**config.mk**
```make
export PLATFORM = sky130hd
export DESIGN_NAME = circular_fifo_queue
export DESIGN_NICKNAME = d
export VERILOG_FILES = /design/src/cfq_pkg.sv /design/src/cfq_ctrl.sv /design/src/cfq_dp.sv /design/src/circular_fifo_queue.sv
export SDC_FILE = /design/constraint.sdc
export NUM_CORES = 2
export LEC_CHECK = 0
export BUFFER_PORTS_ARGS = -buffer_cell sky130_fd_sc_hd__buf_2
export CAP_MARGIN = 20
export CELL_PAD_IN_SITES_DETAIL_PLACEMENT = 1
export CELL_PAD_IN_SITES_GLOBAL_PLACEMENT = 2
export CORE_ASPECT_RATIO = 1.5
export CORE_MARGIN = 2
export CORE_UTILIZATION = 35
export CTS_BUF_LIST = sky130_fd_sc_hd__clkbuf_4 sky130_fd_sc_hd__clkbuf_8 sky130_fd_sc_hd__clkbuf_16
export DETAILED_ROUTE_END_ITERATION = 16
export GPL_TIMING_DRIVEN = 0
export PLACE_DENSITY_LB_ADDON = 0.1
export SLEW_MARGIN = 10
export SYNTH_ARGS = -nofsm -noshare
export SYNTH_HDL_FRONTEND = slang
export SYNTH_SLANG_ARGS = --single-unit
```
**constraint.sdc**
```tcl
create_clock -name clk_i -period 8.4 [get_ports clk_i]
set_input_delay 0.42 -clock clk_i [delete_from_list [all_inputs] [get_ports clk_i]]
set_output_delay 0.42 -clock clk_i [all_outputs]
set_load 0.03 [all_outputs]
```
**src/cfq_pkg.sv**
```systemverilog
// ----------------------------------------------------------------------------
// Circular FIFO queue package
// Shared types, codes and constants of the circular FIFO queue.
// ----------------------------------------------------------------------------
`default_nettype none

package cfq_pkg;

  localparam int unsigned MAX_DEPTH_DEF = 64;
  localparam int unsigned DATA_W        = 32;
  localparam int unsigned CAP_W         = 7;
  localparam int unsigned OP_W          = 2;
  localparam int unsigned STATUS_W      = 2;
  localparam int unsigned OUT_TDATA_W   = 40;

  typedef enum logic [OP_W-1:0] {
    OP_ENQUEUE = 2'd0,
    OP_DEQUEUE = 2'd1,
    OP_PEEK    = 2'd2,
    OP_DISPLAY = 2'd3
  } op_e;

  typedef enum logic [STATUS_W-1:0] {
    ST_OK        = 2'd0,
    ST_OVERFLOW  = 2'd1,
    ST_UNDERFLOW = 2'd2
  } status_e;

  typedef enum logic [1:0] {
    S_IDLE = 2'd0,
    S_LOAD = 2'd1,
    S_SEND = 2'd2
  } state_e;

  typedef struct packed {
    logic accept;
    logic load;
    logic next;
  } cmd_t;

  typedef struct packed {
    logic more;
  } sts_t;

endpackage

`default_nettype wire

```
**src/cfq_ctrl.sv**
```systemverilog
// ----------------------------------------------------------------------------
// Circular FIFO queue controller
// Sequences accept, result load and result transfer for one item at a time.
// ----------------------------------------------------------------------------
`default_nettype none

module cfq_ctrl (
  input  wire logic          clk_i,
  input  wire logic          rst_ni,
  input  wire logic          in_valid_i,
  output logic               in_ready_o,
  output logic               out_valid_o,
  input  wire logic          out_ready_i,
  input  wire cfq_pkg::sts_t sts_i,
  output cfq_pkg::cmd_t      cmd_o
);

  cfq_pkg::state_e state_q, state_d;

  always_ff @(posedge clk_i or negedge rst_ni) begin
    if (!rst_ni) begin
      state_q <= cfq_pkg::S_IDLE;
    end else begin
      state_q <= state_d;
    end
  end

  always_comb begin
    state_d     = state_q;
    in_ready_o  = 1'b0;
    out_valid_o = 1'b0;
    cmd_o       = '0;
    case (state_q)
      cfq_pkg::S_IDLE: begin
        in_ready_o = 1'b1;
        if (in_valid_i) begin
          cmd_o.accept = 1'b1;
          state_d      = cfq_pkg::S_LOAD;
        end
      end
      cfq_pkg::S_LOAD: begin
        cmd_o.load = 1'b1;
        state_d    = cfq_pkg::S_SEND;
      end
      cfq_pkg::S_SEND: begin
        out_valid_o = 1'b1;
        if (out_ready_i) begin
          if (sts_i.more) begin
            cmd_o.next = 1'b1;
            state_d    = cfq_pkg::S_LOAD;
          end else begin
            state_d = cfq_pkg::S_IDLE;
          end
        end
      end
      default: begin
        state_d = cfq_pkg::S_IDLE;
      end
    endcase
  end

endmodule

`default_nettype wire

```
**src/cfq_dp.sv**
```systemverilog
// ----------------------------------------------------------------------------
// Circular FIFO queue datapath
// Slot memory, head and tail pointers, capacity and the result register.
// ----------------------------------------------------------------------------
`default_nettype none

module cfq_dp #(
  parameter int unsigned MAX_DEPTH = cfq_pkg::MAX_DEPTH_DEF
) (
  input  wire logic                          clk_i,
  input  wire logic                          rst_ni,
  input  wire logic                          cfg_we_i,
  input  wire logic [cfq_pkg::CAP_W-1:0]     cfg_wdata_i,
  input  wire logic [cfq_pkg::OP_W-1:0]      in_op_i,
  input  wire logic [cfq_pkg::DATA_W-1:0]    in_value_i,
  input  wire cfq_pkg::cmd_t                 cmd_i,
  output cfq_pkg::sts_t                      sts_o,
  output logic [cfq_pkg::DATA_W-1:0]         out_data_o,
  output logic [cfq_pkg::STATUS_W-1:0]       out_status_o,
  output logic                               out_last_o,
  output logic                               out_empty_o,
  output logic                               out_full_o
);

  localparam int unsigned AW = $clog2(MAX_DEPTH);
  localparam int unsigned CW = $clog2(MAX_DEPTH + 1);
  localparam int unsigned IW = AW + 1;

  logic [cfq_pkg::DATA_W-1:0] mem [MAX_DEPTH];
  logic [cfq_pkg::DATA_W-1:0] rdata_q;

  logic [AW-1:0] head_q, head_d;
  logic [AW-1:0] tail_q, tail_d;
  logic          empty_q, empty_d;
  logic [CW-1:0] cap_q, cap_d;
  logic [AW-1:0] idx_q, idx_d;
  logic [CW-1:0] cnt_q, cnt_d;

  cfq_pkg::status_e status_q, status_d;
  logic             use_rd_q, use_rd_d;
  logic             disp_q, disp_d;

  logic [cfq_pkg::DATA_W-1:0]   out_data_q;
  cfq_pkg::status_e             out_status_q;
  logic                         out_last_q;
  logic                         out_empty_q;
  logic                         out_full_q;

  logic          full;
  logic          fin;
  logic          mem_we;
  logic [AW-1:0] wr_addr;
  logic [AW-1:0] rd_addr;
  logic [AW-1:0] tail_adv;
  logic [AW-1:0] idx_adv;
  cfq_pkg::op_e  op;

  function automatic logic [AW-1:0] adv(input logic [AW-1:0] idx, input logic [CW-1:0] cap);
    logic [IW-1:0] nxt;
    nxt = IW'(idx) + IW'(1);
    if (nxt >= IW'(cap)) begin
      return '0;
    end
    return nxt[AW-1:0];
  endfunction

  assign op       = cfq_pkg::op_e'(in_op_i);
  assign tail_adv = adv(tail_q, cap_q);
  assign idx_adv  = cmd_i.next ? adv(idx_q, cap_q) : adv(head_q, cap_q);

  assign full = !empty_q &&
                (((head_q == '0) && (IW'(tail_q) == IW'(cap_q) - IW'(1))) ||
                 (IW'(head_q) == IW'(tail_q) + IW'(1)));

  assign fin = (idx_q == tail_q) || ((CW + 1)'(cnt_q) + (CW + 1)'(1) >= (CW + 1)'(cap_q));

  always_comb begin
    head_d   = head_q;
    tail_d   = tail_q;
    empty_d  = empty_q;
    cap_d    = cap_q;
    idx_d    = idx_q;
    cnt_d    = cnt_q;
    status_d = status_q;
    use_rd_d = use_rd_q;
    disp_d   = disp_q;
    mem_we   = 1'b0;
    wr_addr  = empty_q ? '0 : tail_adv;
    rd_addr  = cmd_i.next ? idx_adv : head_q;
    if (cfg_we_i) begin
      if (cfg_wdata_i == '0) begin
        cap_d = CW'(1);
      end else if (cfg_wdata_i > cfq_pkg::CAP_W'(MAX_DEPTH)) begin
        cap_d = CW'(MAX_DEPTH);
      end else begin
        cap_d = CW'(cfg_wdata_i);
      end
      head_d  = '0;
      tail_d  = '0;
      empty_d = 1'b1;
    end else if (cmd_i.accept) begin
      status_d = cfq_pkg::ST_OK;
      use_rd_d = 1'b0;
      disp_d   = 1'b0;
      idx_d    = head_q;
      cnt_d    = '0;
      case (op)
        cfq_pkg::OP_ENQUEUE: begin
          if (full) begin
            status_d = cfq_pkg::ST_OVERFLOW;
          end else begin
            mem_we  = 1'b1;
            tail_d  = wr_addr;
            empty_d = 1'b0;
            if (empty_q) begin
              head_d = '0;
            end
          end
        end
        cfq_pkg::OP_DEQUEUE: begin
          if (empty_q) begin
            status_d = cfq_pkg::ST_UNDERFLOW;
          end else begin
            use_rd_d = 1'b1;
            if (head_q == tail_q) begin
              head_d  = '0;
              tail_d  = '0;
              empty_d = 1'b1;
            end else begin
              head_d = idx_adv;
            end
          end
        end
        cfq_pkg::OP_PEEK: begin
          if (empty_q) begin
            status_d = cfq_pkg::ST_UNDERFLOW;
          end else begin
            use_rd_d = 1'b1;
          end
        end
        cfq_pkg::OP_DISPLAY: begin
          if (empty_q) begin
            status_d = cfq_pkg::ST_UNDERFLOW;
          end else begin
            use_rd_d = 1'b1;
            disp_d   = 1'b1;
          end
        end
        default: begin
          status_d = cfq_pkg::ST_UNDERFLOW;
        end
      endcase
    end else if (cmd_i.next) begin
      idx_d = idx_adv;
      cnt_d = cnt_q + CW'(1);
    end
  end

  always_ff @(posedge clk_i) begin
    if (mem_we) begin
      mem[wr_addr] <= in_value_i;
    end
    rdata_q <= mem[rd_addr];
  end

  always_ff @(posedge clk_i or negedge rst_ni) begin
    if (!rst_ni) begin
      head_q   <= '0;
      tail_q   <= '0;
      empty_q  <= 1'b1;
      cap_q    <= CW'(MAX_DEPTH);
      disp_q   <= 1'b0;
      use_rd_q <= 1'b0;
      status_q <= cfq_pkg::ST_OK;
      idx_q    <= '0;
      cnt_q    <= '0;
    end else begin
      head_q   <= head_d;
      tail_q   <= tail_d;
      empty_q  <= empty_d;
      cap_q    <= cap_d;
      disp_q   <= disp_d;
      use_rd_q <= use_rd_d;
      status_q <= status_d;
      idx_q    <= idx_d;
      cnt_q    <= cnt_d;
    end
  end

  always_ff @(posedge clk_i) begin
    if (cmd_i.load) begin
      out_data_q   <= use_rd_q ? rdata_q : '0;
      out_status_q <= status_q;
      out_last_q   <= disp_q ? fin : 1'b1;
      out_empty_q  <= empty_q;
      out_full_q   <= full;
    end
  end

  assign sts_o.more   = disp_q && !out_last_q;
  assign out_data_o   = out_data_q;
  assign out_status_o = out_status_q;
  assign out_last_o   = out_last_q;
  assign out_empty_o  = out_empty_q;
  assign out_full_o   = out_full_q;

  a_ptr_range: assert property (@(posedge clk_i) disable iff (!rst_ni)
    (IW'(head_q) < IW'(cap_q)) && (IW'(tail_q) < IW'(cap_q)))
    else $error("Head or tail pointer beyond the configured capacity.");

  a_enq_fills: assert property (@(posedge clk_i) disable iff (!rst_ni)
    (cmd_i.accept && !cfg_we_i && (op == cfq_pkg::OP_ENQUEUE) && !full) |=> !empty_q)
    else $error("Queue still empty after a stored enqueue.");

  a_deq_drains: assert property (@(posedge clk_i) disable iff (!rst_ni)
    (cmd_i.accept && !cfg_we_i && (op == cfq_pkg::OP_DEQUEUE) && !empty_q &&
     (head_q == tail_q)) |=> empty_q)
    else $error("Queue not empty after removing its only word.");

  a_disp_count: assert property (@(posedge clk_i) disable iff (!rst_ni)
    (cmd_i.load && disp_q) |-> (cnt_q < cap_q))
    else $error("Display ran past the configured capacity.");

endmodule

`default_nettype wire

```
**src/circular_fifo_queue.sv**
```systemverilog
// ----------------------------------------------------------------------------
// Circular FIFO queue
// Capacity-limited circular queue of signed 32-bit words with enqueue,
// dequeue, peek and display operations over a stream interface.
// ----------------------------------------------------------------------------
// Items are handled one at a time. An enqueue, dequeue or peek passes
// through the input transfer, in which the slot memory is read into a
// register, a load of the result register, and the offer of the result, and
// the input side takes no new item until that result has been taken. A
// display of N stored words produces N results, each needing a memory read
// and a result load, and the input side waits until the last is taken.
// Writing the capacity register empties the queue; a value of zero acts as
// one and a value above MAX_DEPTH acts as MAX_DEPTH.
`default_nettype none

module circular_fifo_queue #(
  parameter int unsigned MAX_DEPTH = cfq_pkg::MAX_DEPTH_DEF
) (
  input  wire logic                              clk_i,
  input  wire logic                              rst_ni,
  input  wire logic                              cfg_we_i,
  input  wire logic [cfq_pkg::CAP_W-1:0]         cfg_wdata_i,
  input  wire logic                              s_axis_tvalid,
  output logic                                   s_axis_tready,
  // Bits 31:0 value.
  input  wire logic [cfq_pkg::DATA_W-1:0]        s_axis_tdata,
  // Bits 1:0 op.
  input  wire logic [cfq_pkg::OP_W-1:0]          s_axis_tuser,
  output logic                                   m_axis_tvalid,
  input  wire logic                              m_axis_tready,
  // Bits 31:0 data, bit 32 is_empty, bit 33 is_full, upper bits zero.
  output logic [cfq_pkg::OUT_TDATA_W-1:0]        m_axis_tdata,
  // Bits 1:0 status.
  output logic [cfq_pkg::STATUS_W-1:0]           m_axis_tuser,
  output logic                                   m_axis_tlast
);

  cfq_pkg::cmd_t              cmd;
  cfq_pkg::sts_t              sts;
  logic [cfq_pkg::DATA_W-1:0] out_data;
  logic                       out_empty;
  logic                       out_full;

  cfq_ctrl u_ctrl (
    .clk_i       (clk_i),
    .rst_ni      (rst_ni),
    .in_valid_i  (s_axis_tvalid),
    .in_ready_o  (s_axis_tready),
    .out_valid_o (m_axis_tvalid),
    .out_ready_i (m_axis_tready),
    .sts_i       (sts),
    .cmd_o       (cmd)
  );

  cfq_dp #(
    .MAX_DEPTH (MAX_DEPTH)
  ) u_dp (
    .clk_i        (clk_i),
    .rst_ni       (rst_ni),
    .cfg_we_i     (cfg_we_i),
    .cfg_wdata_i  (cfg_wdata_i),
    .in_op_i      (s_axis_tuser),
    .in_value_i   (s_axis_tdata),
    .cmd_i        (cmd),
    .sts_o        (sts),
    .out_data_o   (out_data),
    .out_status_o (m_axis_tuser),
    .out_last_o   (m_axis_tlast),
    .out_empty_o  (out_empty),
    .out_full_o   (out_full)
  );

  assign m_axis_tdata = {6'b0, out_full, out_empty, out_data};

endmodule

`default_nettype wire

```
* After elaboration in Yosys (flattened, before gate mapping)
Memory sizes are Yosys's and may differ from the RTL's. A register that Yosys moved wholly into a read port is not among the register bits.
Cells that the tools add are included.
W data, S select, Z words.
** Operators by class
- $add $sub $neg :: 6
- Magnitude comparators :: 5
- Equality and inequality tests :: 15
- Muxes and demuxes :: 61
- Bitwise gates (word level) :: 1
- Reductions and logical operators :: 21
** Operator list (number)
- $mux W6 :: 22
- $mux W7 :: 4
- $mux W1 :: 27
- $pmux W6 S2 :: 2
- $add A6 B1 Y7 const B :: 3
- $ge A7 B7 Y1 :: 3
- $eq A6 B7 Y1 :: 2
- $eq A6 B6 Y1 :: 2
- $reduce_and A5 Y1 :: 2
- $add A7 B1 Y8 const B :: 1
- $ge A8 B7 Y1 :: 1
- $add A7 B1 Y7 const B :: 1
- $gt A7 B7 Y1 const B :: 1
- $logic_not A7 Y1 :: 1
- $sub A7 B1 Y7 const B :: 1
- $eq A2 B2 Y1 const B :: 3
- $logic_not A6 Y1 :: 1
- $mux W2 :: 3
- $ne A3 B2 Y1 const B :: 2
- $ne A3 B3 Y1 const B :: 2
- $pmux W2 S3 :: 1
- $reduce_and A2 Y1 :: 3
- $eq A2 B1 Y1 const B :: 2
- $logic_not A2 Y1 :: 2
- other kinds (11) :: 17
** Word-level totals
- Flip-flop bits (word level) :: 76
- Memory bits (writable) :: 2048
- Bits of input ports :: 46
- Output and inout bits :: 45
- Logic and storage cells :: 125
- Memories :: 1
** Memory list
- u_dp.mem :: depth 64, bits a word 32, read ports 1, clocked after memory_dff 1, write ports 1, line cfq_dp.sv:29 : logic [cfq_pkg::DATA_W-1:0] mem [MAX_DEPTH];

* Longest topological paths before layout
- Depth after elaboration :: 11
- Gate-level depth with buffers :: 18

* Hierarchy
Synthesis repeated with hierarchy kept, for this count alone.
** Second synthesis, totals
- Cell total of the unflattened synthesis :: 6370
- Area, all modules :: 85877.4 µm²
** By module, submodules not included
- cfq_dp :: instances 1, cells each 6350, area an instance 85699.7 µm², sequential area each 64179.1 µm²
- cfq_ctrl :: instances 1, cells each 11, area an instance 113.9 µm², sequential area each 50.0 µm²
- circular_fifo_queue :: instances 1, cells each 9, area an instance 63.8 µm², sequential area each 0.0 µm²

* Worst setup path after synthesis
No wires, ideal clock.
- Path type :: register -> register
- Start :: reg u_dp.tail_q[0]
- End :: mem u_dp.mem[30][0] in the netlist's numbering, enable pin
- Arrival time :: 5.007 ns
- Data required time :: 7.939 ns
- Path slack :: 2.932 ns
- Cell stages (with the launch flop) :: 13
- Path buffers :: 1
- Clock period less this slack :: 5.468 ns
- Path through :: dfrtp_1 -> ha_1 -> xnor2_1 -> inv_1 -> ha_1 -> a21o_1 -> a21o_1 -> a211oi_1 -> o21ai_0 -> clkbuf_1 -> nor3_1 -> nand2_1 -> nor3_1
** On the way
- Cells in the longest elaborated chain, start to end :: 10
- Elaborated cells on any way between the ends :: 16
- Those cells by class :: add/sub (1); order compare (1); eq/ne (2); mux (9); reduce/logical (3)
** RTL lines
- start: declaration :: line cfq_dp.sv:33 : logic [AW-1:0] tail_q, tail_d;
- start signal: assignment :: line cfq_dp.sv:179 : tail_q <= tail_d;
- $add A6 B1 Y7 / $eq A6 B7 Y1 (equally long branches) :: line cfq_dp.sv:60, cfq_dp.sv:73, cfq_dp.sv:72
- $eq A6 B7 Y1 / $logic_and A1 B1 Y1 (equally long branches) :: line cfq_dp.sv:73, cfq_dp.sv:72
- $logic_or A1 B1 Y1 :: line cfq_dp.sv:72 : (((head_q == '0) && (IW'(tail_q) == IW'(cap_q) - IW'(1))) ||
- $logic_and A1 B1 Y1 :: line cfq_dp.sv:71 : assign full = !empty_q &&
- $mux W1 :: line cfq_dp.sv:109 : if (full) begin
- $mux W1 :: line cfq_dp.sv:107 : case (op)
- $mux W1 :: line cfq_dp.sv:101 : end else if (cmd_i.accept) begin
- $mux W1 :: line cfq_dp.sv:90 : if (cfg_we_i) begin
- $mux W1 :: line cfq_dp.sv:160 : if (mem_we) begin
- $mux W1 (implied by the code) :: line cfq_dp.sv:161 : mem[wr_addr] <= in_value_i;
- end: declaration :: line cfq_dp.sv:29
Several ways; a longest one is shown, not always the timed one.

* Final worst setup path
- Start :: reg u_dp.idx_q[0]
- End :: reg u_dp.rdata_q[12] in the netlist's numbering (read register of u_dp.mem)
** On the way
- Cells in the longest elaborated chain, start to end :: 6
** RTL lines
- start: declaration :: line cfq_dp.sv:36 : logic [AW-1:0] idx_q, idx_d;
- start signal: assignment :: line cfq_dp.sv:185 : idx_q <= idx_d;
- $add A6 B1 Y7 * :: line cfq_dp.sv:60 : nxt = IW'(idx) + IW'(1);
- $ge A7 B7 Y1 :: line cfq_dp.sv:61 : if (nxt >= IW'(cap)) begin
- $mux W1 :: line cfq_dp.sv:61
- $mux W6 * :: line cfq_dp.sv:64 : return nxt[AW-1:0];
- $mux W6 * :: line cfq_dp.sv:69 : assign idx_adv = cmd_i.next ? adv(idx_q, cap_q) : adv(head_q, cap_q);
- $mux W6 * :: line cfq_dp.sv:89 : rd_addr = cmd_i.next ? idx_adv : head_q;
- end: declaration :: line cfq_dp.sv:30 : logic [cfq_pkg::DATA_W-1:0] rdata_q;
Mark *: on every way between the ends. The rest lies on a longest branch, timed or not.
A chain may end at the register's enable or synchronous reset.

==> impl_metrics.py <==
metrics = {
    "critical_path": {
        "slowest_stage": "nand4_1",
        "crit_type": "reg2reg",
        "crit_end": "u_dp.rdata_q[12]$_DFF_P_",
        "worstPathRequired_ps": 9150,
        "crit_top_cell": "buf_4",
        "cp-startpoint": "u_dp.idx_q[0]$_DFFE_PN0P_",
        "crit_cells": 16,
        "r2r_start": "u_dp.idx_q[0]$_DFFE_PN0P_",
        "worst-r2r-cell-count": 16,
        "critPathBufInv": 3,
        "worst-path-max-fanout": 10,
        "r2r_setup_slack_ps": 1440,
        "cpPeakStageDelay_ps": 880,
        "arrival_ps": 7710,
        "end_kind": "flop",
        "r2r-end": "u_dp.rdata_q[12]$_DFF_P_",
        "critical-path-top-delay-family": "simple AND/OR/NAND/NOR gates",
        "worstSetupStartpointType": "flop",
        "crit_path_cell_trace": "and3_1, nand3_1, xnor2_1, ha_1, nand2_1, nor2_1, a211oi_4, a22oi_2, buf_4, buf_4, clkbuf_1, mux2i_1, o22ai_1, o21ai_0, nand4_1, or3_1",
    },
    "power_and_ir_drop": {
        "p_switching_uw": 7480,
        "total_power_uw": 26000,
        "pwr_density_cell_nw_per_um2": 259,
        "vdd_drop_max_mv": 0.169,
        "clkPwrFrac_pct": 37.3,
        "seqPwrFrac_pct": 46.3,
        "comb_power_share_pct": 16.4,
        "internal_power_uw": 18600,
        "power_switching_share_pct": 28.7,
        "leakagePower_uw": 0.0347,
    },
    "timing": {
        "tns_ps": 0,
        "slew_headroom_pct": 23.0,
        "finalWorstSetupSlack_ps": 1440,
        "fin_skew_ps": 52.4,
        "worst_slew_pin_slew_ps": 1160,
        "hold_viol": 0,
        "rsz0062_at_grt": "no",
        "finalCriticalPeriod_ps": 6960,
        "fmax_ghz": 0.144,
        "setup_viol": 0,
        "post-route-period-util_pct": 82.9,
        "slew_violations": 0,
    },
    "global_routing": {
        "grt_pass1_vias": 54300,
        "antenna_found_initial": 22,
        "gr-usage-all-layers_pct": 27.4,
        "grt_pass1_wl_mm": 461,
        "grt_max_degree": 65,
        "grt_overflow_total": 0,
    },
    "routing": {
        "viasPerCell": 5.43,
        "drtIter0Drc": 4397,
        "drc": 0,
        "vias": 53100,
        "ant_nets": 0,
        "wl_per_cell_um": 34.8,
        "wirelength_mm": 340,
        "first_pass_iters": 5,
    },
    "layout": {
        "final_core_util_pct": 41.7,
        "layout.cells.non_filler": 9769,
        "nets": 6427,
        "drive_above_1_share_pct": 12.9,
        "syn2layout_area_growth_pct": 18.6,
    },
    "logic_synthesis": {
        "synth_edf_count": 2085,
        "syn_area_um2": 84800,
        "synth.top_cell.area_share_pct": 73.8,
        "synth_xor_area_share_pct": 0.413,
        "yosysWarnings": 0,
        "ys_ff_latch": 2156,
        "synth_top_family_by_area": "simple AND/OR/NAND/NOR gates",
        "synth.most_common_cell": "edfxtp_1",
        "ys_types": 73,
        "synth-simple-area-share_pct": 11.3,
        "ys_seq_area_share_pct": 75.7,
        "synth_top_cell_by_area": "edfxtp_1",
        "avgSynthCellArea_um2": 14.6,
        "synth_ff_type": "edfxtp_1",
        "synthAdderAreaFrac_pct": 0.502,
        "synthTopCellsByCount": "edfxtp_1 (2085), nand2_1 (1111), nand3_1 (723)",
        "synth_area_leaders": "edfxtp_1 (74%), mux2i_1 (5.9%), nand2_1 (4.9%), nand3_1 (4.3%), o22ai_1 (1.8%)",
        "ys_async_sr_fraction_pct": 1.81,
        "synth_mux_area_share_pct": 6.06,
        "synth-compound-area-share_pct": 4.03,
        "synthCells": 5826,
    },
    "floorplan": {
        "fp.dieW_um": 406,
        "die-area_um2": 246000,
        "initial_core_util_pct": 35.1,
        "core_area_um2": 241000,
        "pin_count": 91,
        "die_h_um": 607,
        "rows": 221,
    },
    "placed_design": {
        "dp_slack_ps": 1390,
        "io_buffer_count": 84,
        "place_inst": 9317,
        "gp_congestion": 0.852,
        "dp.final_hpwl_mm": 245,
    },
    "min_path": {
        "hold_path.class": "in2reg",
    },
    "cts": {
        "clock-sinks": 2156,
        "cts_made_buffers": 220,
        "clockRootBuffer": "clkbuf_16",
        "post_cts_buffers": 0,
        "cts_buffer_depth": 4,
        "cts_tree": "yes",
        "cts_max_level": 4,
        "cts_resized": 0,
        "clk_latency_ps": 900,
        "clk_pin_slew_ps": 60,
        "cts_hold_buf": 35,
    },
    "flow_run": {
        "cap_viol_max_count": 0,
    },
    "status": {
        "status": "completed",
    },
}
[power groups by stage]
stage               sequential (uW)  combinational (uW)  clock (uW)
CTS                           12000                4330        9880
global placement              12300                4170           0
floorplan                     12300                2130           0
global route                  12100                4520       10200
finish                        12100                4280        9710
detailed placement            12300                4300           0
[worst min path at each step]
| stage | startpoint | to | slack, ps | depth (start not counted) |
|---|---|---|---|---|
| 2_1_floorplan | rst_ni | u_ctrl.state_q[0]$_DFFE_PN0P_ | 120 | 0 |
| 3_3_place_gp | u_dp.status_q[1]$_DFFE_PN0P_ | u_dp.out_status_o[1]$_DFFE_PN_ | 490 | 0 |
| 3_5_place_dp | u_dp.status_q[1]$_DFFE_PN0P_ | u_dp.out_status_o[1]$_DFFE_PN_ | 490 | 0 |
| 4_1_cts | s_axis_tdata[8] | u_dp.mem[49][8]$_DFFE_PP_ | 10 | 1 |
| 5_1_grt | s_axis_tdata[8] | u_dp.mem[49][8]$_DFFE_PP_ | 40 | 1 |
| 6_report | s_axis_tdata[8] | u_dp.mem[49][8]$_DFFE_PP_ | 60 | 1 |
[layout by cell type (no fill, tap or decap), drive strengths merged, types with 34 or more instances in the layout]
cell,count
dlygate4sd3,38
o21ai,141
clkinv,92
dfrtp,37
and2,40
buf,407
ha,34
o22ai,247
a21oi,56
nor2,110
nand3,723
nand2,1113
mux2i,502
edfxtp,2085
clkbuf,481
nand4,93
[routing by layer]
layer  global-route usage [%]  up-vias  share of wire, %
met4                     11.6        8               4.9
li1                         -    23100                 -
met2                     51.0     1376                54
met3                     3.10      485               4.0
met1                     31.4    28100                38
met5                        0        -             0.013
[registers in the layout (all words and copies together) (netlist names)]
register and cells:
u_ctrl.state_q 2, u_dp.cap_q 7, u_dp.cnt_q 7, u_dp.disp_q 1, u_dp.empty_q 1, u_dp.head_q 6, u_dp.idx_q 6, u_dp.mem 2048
u_dp.out_data_o 32, u_dp.out_empty_o 1, u_dp.out_full_o 1, u_dp.out_last_o 1, u_dp.out_status_o 2, u_dp.rdata_q 32, u_dp.status_q 2, u_dp.tail_q 6
u_dp.use_rd_q 1
[per-stage QoR]
stage | hold WS, ps | area [um^2]
3_3_place_gp | 486 | 89300
5_1_grt | 36.4 | 101000
6_report | 59.4 | 101000
4_1_cts | 10.3 | 100000
3_5_place_dp | 492 | 93200
2_1_floorplan | 124 | 84800
[worst reg2reg max path, delay by kind of cell (launching register included)]
| kind | cells | cell delay, ps |
|---|---|---|
| AO/OA/AOI/OAI | 4 | 1610 |
| XOR/XNOR | 1 | 600 |
| adder cells (fa/ha/maj) | 1 | 220 |
| buffers and inverters | 3 | 1480 |
| flip-flops | 1 | 500 |
| multiplexers | 1 | 280 |
| AND/OR/NAND/NOR | 6 | 2160 |
[layout make-up]
cell class	instances	area [um^2]
fill	24100	141000
clock inverter	107	773
clock buffer	284	6170
buffer	348	1530
timing repair buffer	294	4210
tap	3233	4050
inverter	22	82.6
antenna	20	50.0
sequential	2156	64200
multi-input combinational	3305	19500
[kinds of logic after synthesis]
| group | after synthesis |
|---|---|
| flops | 2156 |
| buf+inv | 370 |
| xor+xnor | 40 |
| fa+ha+maj | 34 |
| other cells | 1 |
| compound gates | 544 |
| mux | 512 |
| simple gates | 2169 |
Power figures use the tool's default switching activity.
